## src/design/mdtr_pkg.sv

```systemverilog
// mdtr_pkg: shared constants, codes and types of the mesh destination table router
// no dependencies; imported by every module of the block
`default_nettype none

package mdtr_pkg;

    localparam int TABLE_DEPTH = 32;
    localparam int ADDR_W      = 16;
    localparam int THING_W     = 16;
    localparam int INST_W      = 8;
    localparam int KEY_W       = THING_W + INST_W;
    localparam int CMD_W       = 4;
    localparam int ROLE_W      = 2;
    localparam int PHASE_W     = 2;
    localparam int DISP_W      = 2;
    localparam int CFG_IDX_W   = 2;
    localparam int CFG_DATA_W  = 16;
    localparam int IN_DATA_W   = 48;
    localparam int OUT_DATA_W  = 24;

    // commands
    localparam logic [CMD_W-1:0] CMD_READY     = 4'd0;
    localparam logic [CMD_W-1:0] CMD_LOST      = 4'd1;
    localparam logic [CMD_W-1:0] CMD_ADD_LOCAL = 4'd2;
    localparam logic [CMD_W-1:0] CMD_ADD_REM   = 4'd3;
    localparam logic [CMD_W-1:0] CMD_TICK      = 4'd4;
    localparam logic [CMD_W-1:0] CMD_ACK       = 4'd5;
    localparam logic [CMD_W-1:0] CMD_FAILURE   = 4'd6;
    localparam logic [CMD_W-1:0] CMD_CLASSIFY  = 4'd7;
    localparam logic [CMD_W-1:0] CMD_NEXT_HOP  = 4'd8;

    // node roles
    localparam logic [ROLE_W-1:0] ROLE_LEADER = 2'd1;
    localparam logic [ROLE_W-1:0] ROLE_JOINER = 2'd2;

    // announce phases
    localparam logic [PHASE_W-1:0] PHASE_IDLE  = 2'd0;
    localparam logic [PHASE_W-1:0] PHASE_READY = 2'd1;
    localparam logic [PHASE_W-1:0] PHASE_WAIT  = 2'd2;

    // classify results
    localparam logic [DISP_W-1:0] DISP_LOCAL   = 2'd0;
    localparam logic [DISP_W-1:0] DISP_FORWARD = 2'd1;
    localparam logic [DISP_W-1:0] DISP_DROP    = 2'd2;

    // configuration register indexes
    localparam logic [CFG_IDX_W-1:0] CFG_ROLE   = 2'd0;
    localparam logic [CFG_IDX_W-1:0] CFG_OWN    = 2'd1;
    localparam logic [CFG_IDX_W-1:0] CFG_LEADER = 2'd2;

    // controller to datapath commands
    typedef struct packed {
        logic load;     // capture the incoming transaction
        logic compare;  // parallel key compare into match vector
        logic exec;     // update state and write the result register
    } t_dp_cmd;

    typedef struct packed {
        logic [PHASE_W-1:0] announce_phase;
        logic               table_full;
        logic               network_ready;
        logic               announce_request;
        logic               found;
        logic [ADDR_W-1:0]  next_hop;
        logic [DISP_W-1:0]  disposition;
    } t_result;

endpackage

`default_nettype wire

```

## src/design/mdtr_ctrl.sv

```systemverilog
// mdtr_ctrl: controller state machine sequencing load, compare and execute
// depends on mdtr_pkg for the datapath command struct
`default_nettype none

module mdtr_ctrl (
    input  wire               i_clk,
    input  wire               i_rst_n,
    input  wire               i_s_valid,
    output logic              o_s_ready,
    output logic              o_m_valid,
    input  wire               i_m_ready,
    output mdtr_pkg::t_dp_cmd o_cmd
);
    import mdtr_pkg::*;

    typedef enum logic [1:0] {
        S_IDLE,
        S_CMP,
        S_EXEC
    } t_state;

    t_state r_state, n_state;
    logic   r_out_valid, n_out_valid;
    logic   w_out_free;

    assign w_out_free  = !r_out_valid || i_m_ready;
    assign o_s_ready   = (r_state == S_IDLE);
    assign o_m_valid   = r_out_valid;

    assign o_cmd.load    = (r_state == S_IDLE) && i_s_valid;
    assign o_cmd.compare = (r_state == S_CMP);
    // execute waits until the result register can take a new result
    assign o_cmd.exec    = (r_state == S_EXEC) && w_out_free;

    always_comb begin
        n_state     = r_state;
        n_out_valid = r_out_valid && !i_m_ready;
        case (r_state)
            S_IDLE: begin
                if (i_s_valid) n_state = S_CMP;
            end
            S_CMP: begin
                n_state = S_EXEC;
            end
            S_EXEC: begin
                if (w_out_free) begin
                    n_state     = S_IDLE;
                    n_out_valid = 1'b1;
                end
            end
            default: begin
                n_state = S_IDLE;
            end
        endcase
    end

    always_ff @(posedge i_clk) begin
        if (!i_rst_n) begin
            r_state     <= S_IDLE;
            r_out_valid <= 1'b0;
        end else begin
            r_state     <= n_state;
            r_out_valid <= n_out_valid;
        end
    end

endmodule

`default_nettype wire

```

## src/design/mdtr_datapath.sv

```systemverilog
// mdtr_datapath: destination table, config registers, announce state and result register
// depends on mdtr_pkg for constants, command codes and the result struct
`default_nettype none

module mdtr_datapath (
    input  wire                            i_clk,
    input  wire                            i_rst_n,
    input  mdtr_pkg::t_dp_cmd              i_cmd,
    input  wire                            i_cfg_we,
    input  wire [mdtr_pkg::CFG_IDX_W-1:0]  i_cfg_index,
    input  wire [mdtr_pkg::CFG_DATA_W-1:0] i_cfg_data,
    input  wire [mdtr_pkg::CMD_W-1:0]      i_command,
    input  wire [mdtr_pkg::THING_W-1:0]    i_thing,
    input  wire [mdtr_pkg::INST_W-1:0]     i_instance_id,
    input  wire [mdtr_pkg::ADDR_W-1:0]     i_origin_address,
    input  wire                            i_send_accepted,
    output mdtr_pkg::t_result              o_res
);
    import mdtr_pkg::*;

    // configuration
    logic [ROLE_W-1:0]  r_role;
    logic [ADDR_W-1:0]  r_own_addr;
    logic [ADDR_W-1:0]  r_leader_addr;

    // captured transaction
    logic [CMD_W-1:0]   r_cmd;
    logic [KEY_W-1:0]   r_key;
    logic [ADDR_W-1:0]  r_origin;
    logic               r_accepted;

    // table
    logic [KEY_W-1:0]       r_ent_key   [TABLE_DEPTH];
    logic [ADDR_W-1:0]      r_ent_owner [TABLE_DEPTH];
    logic [TABLE_DEPTH-1:0] r_ent_local;
    logic [TABLE_DEPTH-1:0] r_ent_valid, n_ent_valid;

    // compare stage
    logic [TABLE_DEPTH-1:0] r_match;
    logic [TABLE_DEPTH-1:0] n_match;

    logic [PHASE_W-1:0] r_phase, n_phase;
    logic               r_ready, n_ready;
    t_result            r_res, n_res;

    logic                   w_hit;
    logic                   w_hit_local;
    logic [ADDR_W-1:0]      w_hit_owner;
    logic [TABLE_DEPTH-1:0] w_free;
    logic [TABLE_DEPTH-1:0] w_free_first;
    logic [TABLE_DEPTH-1:0] w_wr_en;
    logic [ADDR_W-1:0]      w_wr_owner;
    logic                   w_wr_local;

    always_comb begin
        for (int i = 0; i < TABLE_DEPTH; i++) begin
            n_match[i] = r_ent_valid[i] && (r_ent_key[i] == r_key);
        end
    end

    // keys are unique among valid entries, so the match vector is one-hot or zero
    always_comb begin
        w_hit_owner = '0;
        for (int i = 0; i < TABLE_DEPTH; i++) begin
            w_hit_owner = w_hit_owner | (r_ent_owner[i] & {ADDR_W{r_match[i]}});
        end
    end

    assign w_hit        = |r_match;
    assign w_hit_local  = |(r_match & r_ent_local);
    assign w_free       = ~r_ent_valid;
    // lowest free slot
    assign w_free_first = w_free & (~w_free + {{(TABLE_DEPTH-1){1'b0}}, 1'b1});

    always_comb begin
        n_phase     = r_phase;
        n_ready     = r_ready;
        n_ent_valid = r_ent_valid;
        w_wr_en     = '0;
        w_wr_owner  = r_own_addr;
        w_wr_local  = 1'b1;
        n_res       = '0;
        case (r_cmd)
            CMD_READY: begin
                n_ent_valid = '0;
                n_ready     = (r_role == ROLE_LEADER);
                n_phase     = (r_role == ROLE_JOINER) ? PHASE_READY : PHASE_IDLE;
            end
            CMD_LOST: begin
                n_ent_valid = '0;
                n_ready     = 1'b0;
                n_phase     = PHASE_IDLE;
            end
            CMD_ADD_LOCAL, CMD_ADD_REM: begin
                if (r_cmd == CMD_ADD_REM) begin
                    w_wr_owner = r_origin;
                    w_wr_local = 1'b0;
                end
                if (r_cmd == CMD_ADD_LOCAL || r_role == ROLE_LEADER) begin
                    if (w_hit) begin
                        w_wr_en = r_match;
                    end else if (|w_free) begin
                        w_wr_en     = w_free_first;
                        n_ent_valid = r_ent_valid | w_free_first;
                    end else begin
                        n_res.table_full = 1'b1;
                    end
                end
            end
            CMD_TICK: begin
                if (r_role == ROLE_JOINER && r_phase == PHASE_READY) begin
                    n_res.announce_request = 1'b1;
                    if (r_accepted) n_phase = PHASE_WAIT;
                end
            end
            CMD_ACK: begin
                n_phase = PHASE_IDLE;
                n_ready = 1'b1;
            end
            CMD_FAILURE: begin
                n_phase = PHASE_READY;
            end
            CMD_CLASSIFY: begin
                if (r_role == ROLE_JOINER) begin
                    n_res.disposition = DISP_LOCAL;
                end else if (r_role != ROLE_LEADER || !w_hit) begin
                    n_res.disposition = DISP_DROP;
                end else if (w_hit_local) begin
                    n_res.disposition = DISP_LOCAL;
                end else begin
                    n_res.disposition = DISP_FORWARD;
                    n_res.found       = 1'b1;
                    n_res.next_hop    = w_hit_owner;
                end
            end
            CMD_NEXT_HOP: begin
                if (r_role == ROLE_JOINER) begin
                    n_res.next_hop = r_leader_addr;
                    n_res.found    = (r_leader_addr != '0);
                end else if (r_role == ROLE_LEADER && w_hit) begin
                    n_res.next_hop = w_hit_owner;
                    n_res.found    = 1'b1;
                end
            end
            default: begin
            end
        endcase
        n_res.network_ready  = n_ready;
        n_res.announce_phase = n_phase;
    end

    // control state
    always_ff @(posedge i_clk) begin
        if (!i_rst_n) begin
            r_role        <= '0;
            r_own_addr    <= '0;
            r_leader_addr <= '0;
            r_ent_valid   <= '0;
            r_phase       <= PHASE_IDLE;
            r_ready       <= 1'b0;
        end else begin
            if (i_cfg_we) begin
                case (i_cfg_index)
                    CFG_ROLE:   r_role        <= i_cfg_data[ROLE_W-1:0];
                    CFG_OWN:    r_own_addr    <= i_cfg_data[ADDR_W-1:0];
                    CFG_LEADER: r_leader_addr <= i_cfg_data[ADDR_W-1:0];
                    default: begin
                    end
                endcase
            end
            if (i_cmd.exec) begin
                r_ent_valid <= n_ent_valid;
                r_phase     <= n_phase;
                r_ready     <= n_ready;
            end
        end
    end

    // payload
    always_ff @(posedge i_clk) begin
        if (i_cmd.load) begin
            r_cmd      <= i_command;
            r_key      <= {i_thing, i_instance_id};
            r_origin   <= i_origin_address;
            r_accepted <= i_send_accepted;
        end
        if (i_cmd.compare) begin
            r_match <= n_match;
        end
        if (i_cmd.exec) begin
            r_res <= n_res;
            for (int i = 0; i < TABLE_DEPTH; i++) begin
                if (w_wr_en[i]) begin
                    r_ent_key[i]   <= r_key;
                    r_ent_owner[i] <= w_wr_owner;
                    r_ent_local[i] <= w_wr_local;
                end
            end
        end
    end

    assign o_res = r_res;

endmodule

`default_nettype wire

```

## src/design/mesh_destination_table_router_core.sv

```systemverilog
// mesh destination table router, top level
// - input stream s_axis carries one command transaction; output stream m_axis
//   returns exactly one result transaction per command, in order
// - configuration: i_cfg_we writes register i_cfg_index (0 role, 1 own address,
//   2 leader address) with i_cfg_data at the clock edge; write only while idle
// - steps: a command accepted on s_axis is captured, then a parallel key compare
//   runs over the 32-entry register table, then execute with table update writes
//   the result to m_axis once the output is free
// - s_axis_tready is high only while the sequencer is idle; one command is in
//   work at a time
// - a waiting result sits in the output register; a new command is accepted
//   meanwhile, and its execute step holds until m_axis_tready frees that register
// - reset (i_rst_n low, synchronous) clears the table valid bits, announce phase,
//   ready flag, configuration registers and any pending result
// depends on mdtr_pkg, mdtr_ctrl, mdtr_datapath
`default_nettype none

module mesh_destination_table_router_core (
    input  wire                            i_clk,
    input  wire                            i_rst_n,
    input  wire                            s_axis_tvalid,
    output logic                           s_axis_tready,
    // command[3:0], thing[19:4], instance_id[27:20], origin_address[43:28],
    // send_accepted[44], zero[47:45]
    input  wire [mdtr_pkg::IN_DATA_W-1:0]  s_axis_tdata,
    output logic                           m_axis_tvalid,
    input  wire                            m_axis_tready,
    // disposition[1:0], next_hop[17:2], found[18], announce_request[19],
    // network_ready[20], table_full[21], announce_phase[23:22]
    output logic [mdtr_pkg::OUT_DATA_W-1:0] m_axis_tdata,
    input  wire                            i_cfg_we,
    input  wire [mdtr_pkg::CFG_IDX_W-1:0]  i_cfg_index,
    input  wire [mdtr_pkg::CFG_DATA_W-1:0] i_cfg_data
);
    import mdtr_pkg::*;

    t_dp_cmd w_cmd;
    t_result w_res;

    mdtr_ctrl u_ctrl (
        .i_clk     (i_clk),
        .i_rst_n   (i_rst_n),
        .i_s_valid (s_axis_tvalid),
        .o_s_ready (s_axis_tready),
        .o_m_valid (m_axis_tvalid),
        .i_m_ready (m_axis_tready),
        .o_cmd     (w_cmd)
    );

    mdtr_datapath u_dp (
        .i_clk            (i_clk),
        .i_rst_n          (i_rst_n),
        .i_cmd            (w_cmd),
        .i_cfg_we         (i_cfg_we),
        .i_cfg_index      (i_cfg_index),
        .i_cfg_data       (i_cfg_data),
        .i_command        (s_axis_tdata[3:0]),
        .i_thing          (s_axis_tdata[19:4]),
        .i_instance_id    (s_axis_tdata[27:20]),
        .i_origin_address (s_axis_tdata[43:28]),
        .i_send_accepted  (s_axis_tdata[44]),
        .o_res            (w_res)
    );

    assign m_axis_tdata = w_res;

endmodule

`default_nettype wire

```

## config.mk

```make
export PLATFORM = sky130hd
export DESIGN_NAME = mesh_destination_table_router_core
export DESIGN_NICKNAME = d
export VERILOG_FILES = /design/src/design/mdtr_pkg.sv /design/src/design/mdtr_ctrl.sv /design/src/design/mdtr_datapath.sv /design/src/design/mesh_destination_table_router_core.sv
export SDC_FILE = /design/constraint.sdc
export NUM_CORES = 2
export LEC_CHECK = 0
export BUFFER_PORTS_ARGS = -buffer_cell sky130_fd_sc_hd__buf_2
export CAP_MARGIN = 20
export CORE_ASPECT_RATIO = 0.75
export CORE_MARGIN = 3
export CORE_UTILIZATION = 60
export CTS_CLUSTER_SIZE = 14
export DETAILED_ROUTE_END_ITERATION = 7
export GPL_TIMING_DRIVEN = 0
export PLACE_DENSITY = 0.77
export SKIP_LAST_GASP = 1
export SLEW_MARGIN = 5
export SYNTH_ARGS = -nofsm -noshare
export SYNTH_HDL_FRONTEND = slang
export SYNTH_SLANG_ARGS = --single-unit
```

## constraint.sdc

```tcl
create_clock -name i_clk -period 18.3 [get_ports i_clk]
set_input_delay 2.745 -clock i_clk [delete_from_list [all_inputs] [get_ports i_clk]]
set_output_delay 2.745 -clock i_clk [all_outputs]
set_load 0.005 [all_outputs]
```

==> flow_metrics.tcl <==
set metrics [dict create \
    p_leak_nw 21.81 \
    synth_edf_count 1413 \
    cp.arrival_ps 5820 \
    final_cell_mix "1413 x edfxtp_1, 480 x xor2_1, 288 x xnor2_1" \
    hold_buffers 0 \
    final_common_cell "edfxtp_1" \
    ir_drop_mv 0.09982 \
    path_buf_inv 4 \
    io_pins 97 \
    grt_pass1_vias 34840 \
    synth_flop_cell "edfxtp_1" \
    worstSetupPathType "in -> reg" \
    fin_area_um2 67750 \
    fin_crit_sh 0.2979 \
    start_util 0.6082 \
    slew_headroom 0.09118 \
    routedWlPerCell_um 37.01 \
    gp_congestion 0.9213 \
    place_area_um2 63180 \
    p_per_area_nw_per_um2 102.4 \
    drv_cap 0 \
    coreArea_um2 95760 \
    post_cts_resized 0 \
    drv_slew 0 \
    r2r_slack_ps 13710 \
    ys_ff_latch 1485 \
    port_buffers 93 \
    synth_cells 3551 \
    async_reset_ff_frac 0 \
    dp_hpwl_um 129700 \
    violations "DRC" \
    clk_pin_slew_ps 60 \
    period_needed_ps 5452 \
    root_buffer "clkbuf_16" \
    crit_path_end_kind "register" \
    rsz0062_at_grt "false" \
    fmax_mhz 183.4 \
    fin_hold_ws_ps 451.9 \
    worst_slew_pin_slew_ps 1363 \
    insertion_delay_ps 760 \
    n_fill_cell 5747 \
    fin_skew_ps 33.74 \
    holdCritPathClass "reg -> reg" \
    required_ps 18660 \
    vias 37600 \
    ys_warn_count 0 \
    worstPathMaxFanout 41 \
    final_hold_viol_count 0 \
    drcViolationCount 48 \
    ant_nets 0 \
    slowest_stage "o21a_4" \
    area_growth_pct 16.32 \
    grt_pass1_wl_um 267400 \
    die_area_um2 100900 \
    yosysSeqAreaShare 0.7532 \
    critPathMaxStageDelay_ps 850 \
    cts_buffers 138 \
    grt_overflow 0 \
    worstSetupStartpointType "primary input" \
    fin_tns_setup_ps 0 \
    post_cts_buffers 0 \
    finalNonFillerCells 5341 \
    critPathTopFamily "buffers and inverters" \
    drt-initial-drc-count 8488 \
    status "finished, violations left" \
    die_h_um 275.8 \
    rows 98 \
    syn_avg_cell_area_um2 16.40 \
    place_inst 5072 \
    drt_first_pass_iters 8 \
    cts.htree.levels 4 \
    drive_gt1_frac 0.1241 \
    grt_max_degree 42 \
    die_x_um 365.8 \
    viasPerCell 7.040 \
    crit_chain "buf_2, nand2b_1, nand2b_1, clkbuf_1, nor2_1, clkbuf_1, buf_1, o21a_4" \
    syn-cell-area_um2 58250 \
    cts.path.max_buffers 3 \
    syn_nets 3622 \
    grt_usage 0.3866 \
    final_net_count 4007 \
    setup_viol 0 \
    wl_um 197700 \
    antenna_found_initial 8 \
    yosysUniqueCellTypes 59 \
    cts_tree "built" \
    clkSinkCount 1485 \
]
[routing by layer]
metal	vias up	part of all wire	track usage
met2	3931	0.41	0.5385
met3	706	0.20	0.1909
met1	18500	0.34	0.5251
met4	20	0.046	0.1426
met5	-	0.0017	0.01454
li1	14440	-	-
[cell usage after synthesis (6+ instances only)]
| library cell | n | area share |
|---|---|---|
| edfxtp_1 | 1413 | 0.73 |
| xor2_1 | 480 | 0.072 |
| xnor2_1 | 288 | 0.043 |
| a22oi_1 | 277 | 0.036 |
| nand4_1 | 154 | 0.017 |
| nor4_1 | 153 | 0.016 |
| nand2_1 | 134 | 0.0086 |
| clkbuf_1 | 107 | 0.0069 |
| buf_1 | 84 | 0.0054 |
| nand3_1 | 76 | 0.0065 |
| dfxtp_1 | 72 | 0.025 |
| a21oi_1 | 52 | 0.0045 |
| nor3_1 | 50 | 0.0043 |
| nor2_1 | 31 | 0.0020 |
| o21a_1 | 28 | 0.0036 |
| or4_1 | 17 | 0.0022 |
| mux2_2 | 16 | 0.0031 |
| o31ai_1 | 13 | 0.0017 |
| nand2b_1 | 8 | 0.00086 |
| inv_1 | 7 | 0.00045 |
| o41ai_1 | 7 | 0.0011 |
| and3_1 | 6 | 0.00064 |
| nor3b_1 | 6 | 0.00077 |
| nor4b_1 | 6 | 0.00090 |
[power breakdown]
| group | leakage, nW | internal (W) | switching [W] |
|---|---|---|---|
| Sequential | 13.7 | 0.00373 | 0.0000211 |
| Clock | 2.05 | 0.00151 | 0.00127 |
| Combinational | 6.08 | 0.000132 | 0.000269 |
[flip-flops by register name (all words and copies together), names as in the netlist]
register and cells:
u_ctrl.o_m_valid 1, u_ctrl.r_state 2, u_dp.o_res 24, u_dp.r_accepted 1, u_dp.r_cmd 4, u_dp.r_ent_key 768, u_dp.r_ent_local 32, u_dp.r_ent_owner 512
u_dp.r_ent_valid 32, u_dp.r_key 24, u_dp.r_leader_addr 16, u_dp.r_match 32, u_dp.r_origin 16, u_dp.r_own_addr 16, u_dp.r_phase 2, u_dp.r_ready 1
u_dp.r_role 2
[cell type report]
class / instances / area, um^2 / share of cell area
multi-input cells: 1861 / 13850 / 0.2044
repair buffers: 245 / 3369 / 0.04973
plain buffers: 198 / 775.7 / 0.01145
flip-flops and latches: 1485 / 43870 / 0.6476
clock inverters: 68 / 631.9 / 0.009326
inverters: 7 / 26.28 / 0.0003878
clock buffers: 174 / 3588 / 0.05297
diodes: 3 / 7.507 / 0.0001108
well taps: 1300 / 1627 / 0.02401
[worst register-to-register path, delay by kind of cell, from the launching register on]
family / cells / cell delay [ps]
buf+inv: 4 / 1750
flops: 1 / 640
simple gates: 3 / 1800
xor+xnor: 1 / 150
[cells by family (layout without fill, tap and decap cells)]
group / count (synthesis) / in the layout / share of synthesized area
other cells: 0 / 3 / 0
compound gates: 408 / 408 / 0.05052
flops: 1485 / 1485 / 0.7532
simple gates: 666 / 666 / 0.06352
buf+inv: 205 / 692 / 0.01364
mux: 19 / 19 / 0.003609
xor+xnor: 768 / 768 / 0.1155
[path summary, 6_finish.rpt]
kind                      startpoint                  endpoint  cells past startpoint
hold / removal    u_dp.r_own_addr[7]        u_dp.r_own_addr[7]                      2
hold reg to reg   u_dp.r_own_addr[7]        u_dp.r_own_addr[7]                      2
setup / recovery       m_axis_tready  u_dp.r_ent_owner[0][152]                      8
setup reg to reg      u_dp.r_key[18]           u_dp.r_match[3]                      8
[stage by stage]
stage | total power [W] | util | setup WS (ps)
2_1_floorplan | 0.003991 | - | 9938
5_1_grt | 0.007053 | 0.7074 | 12800
3_3_place_gp | 0.004140 | 0.6301 | 5020
4_1_cts | 0.006897 | 0.7038 | 12980
6_report | 0.006936 | 0.7075 | 12850
3_5_place_dp | 0.004202 | 0.6598 | 12220
(Power assumes the default switching activity.)
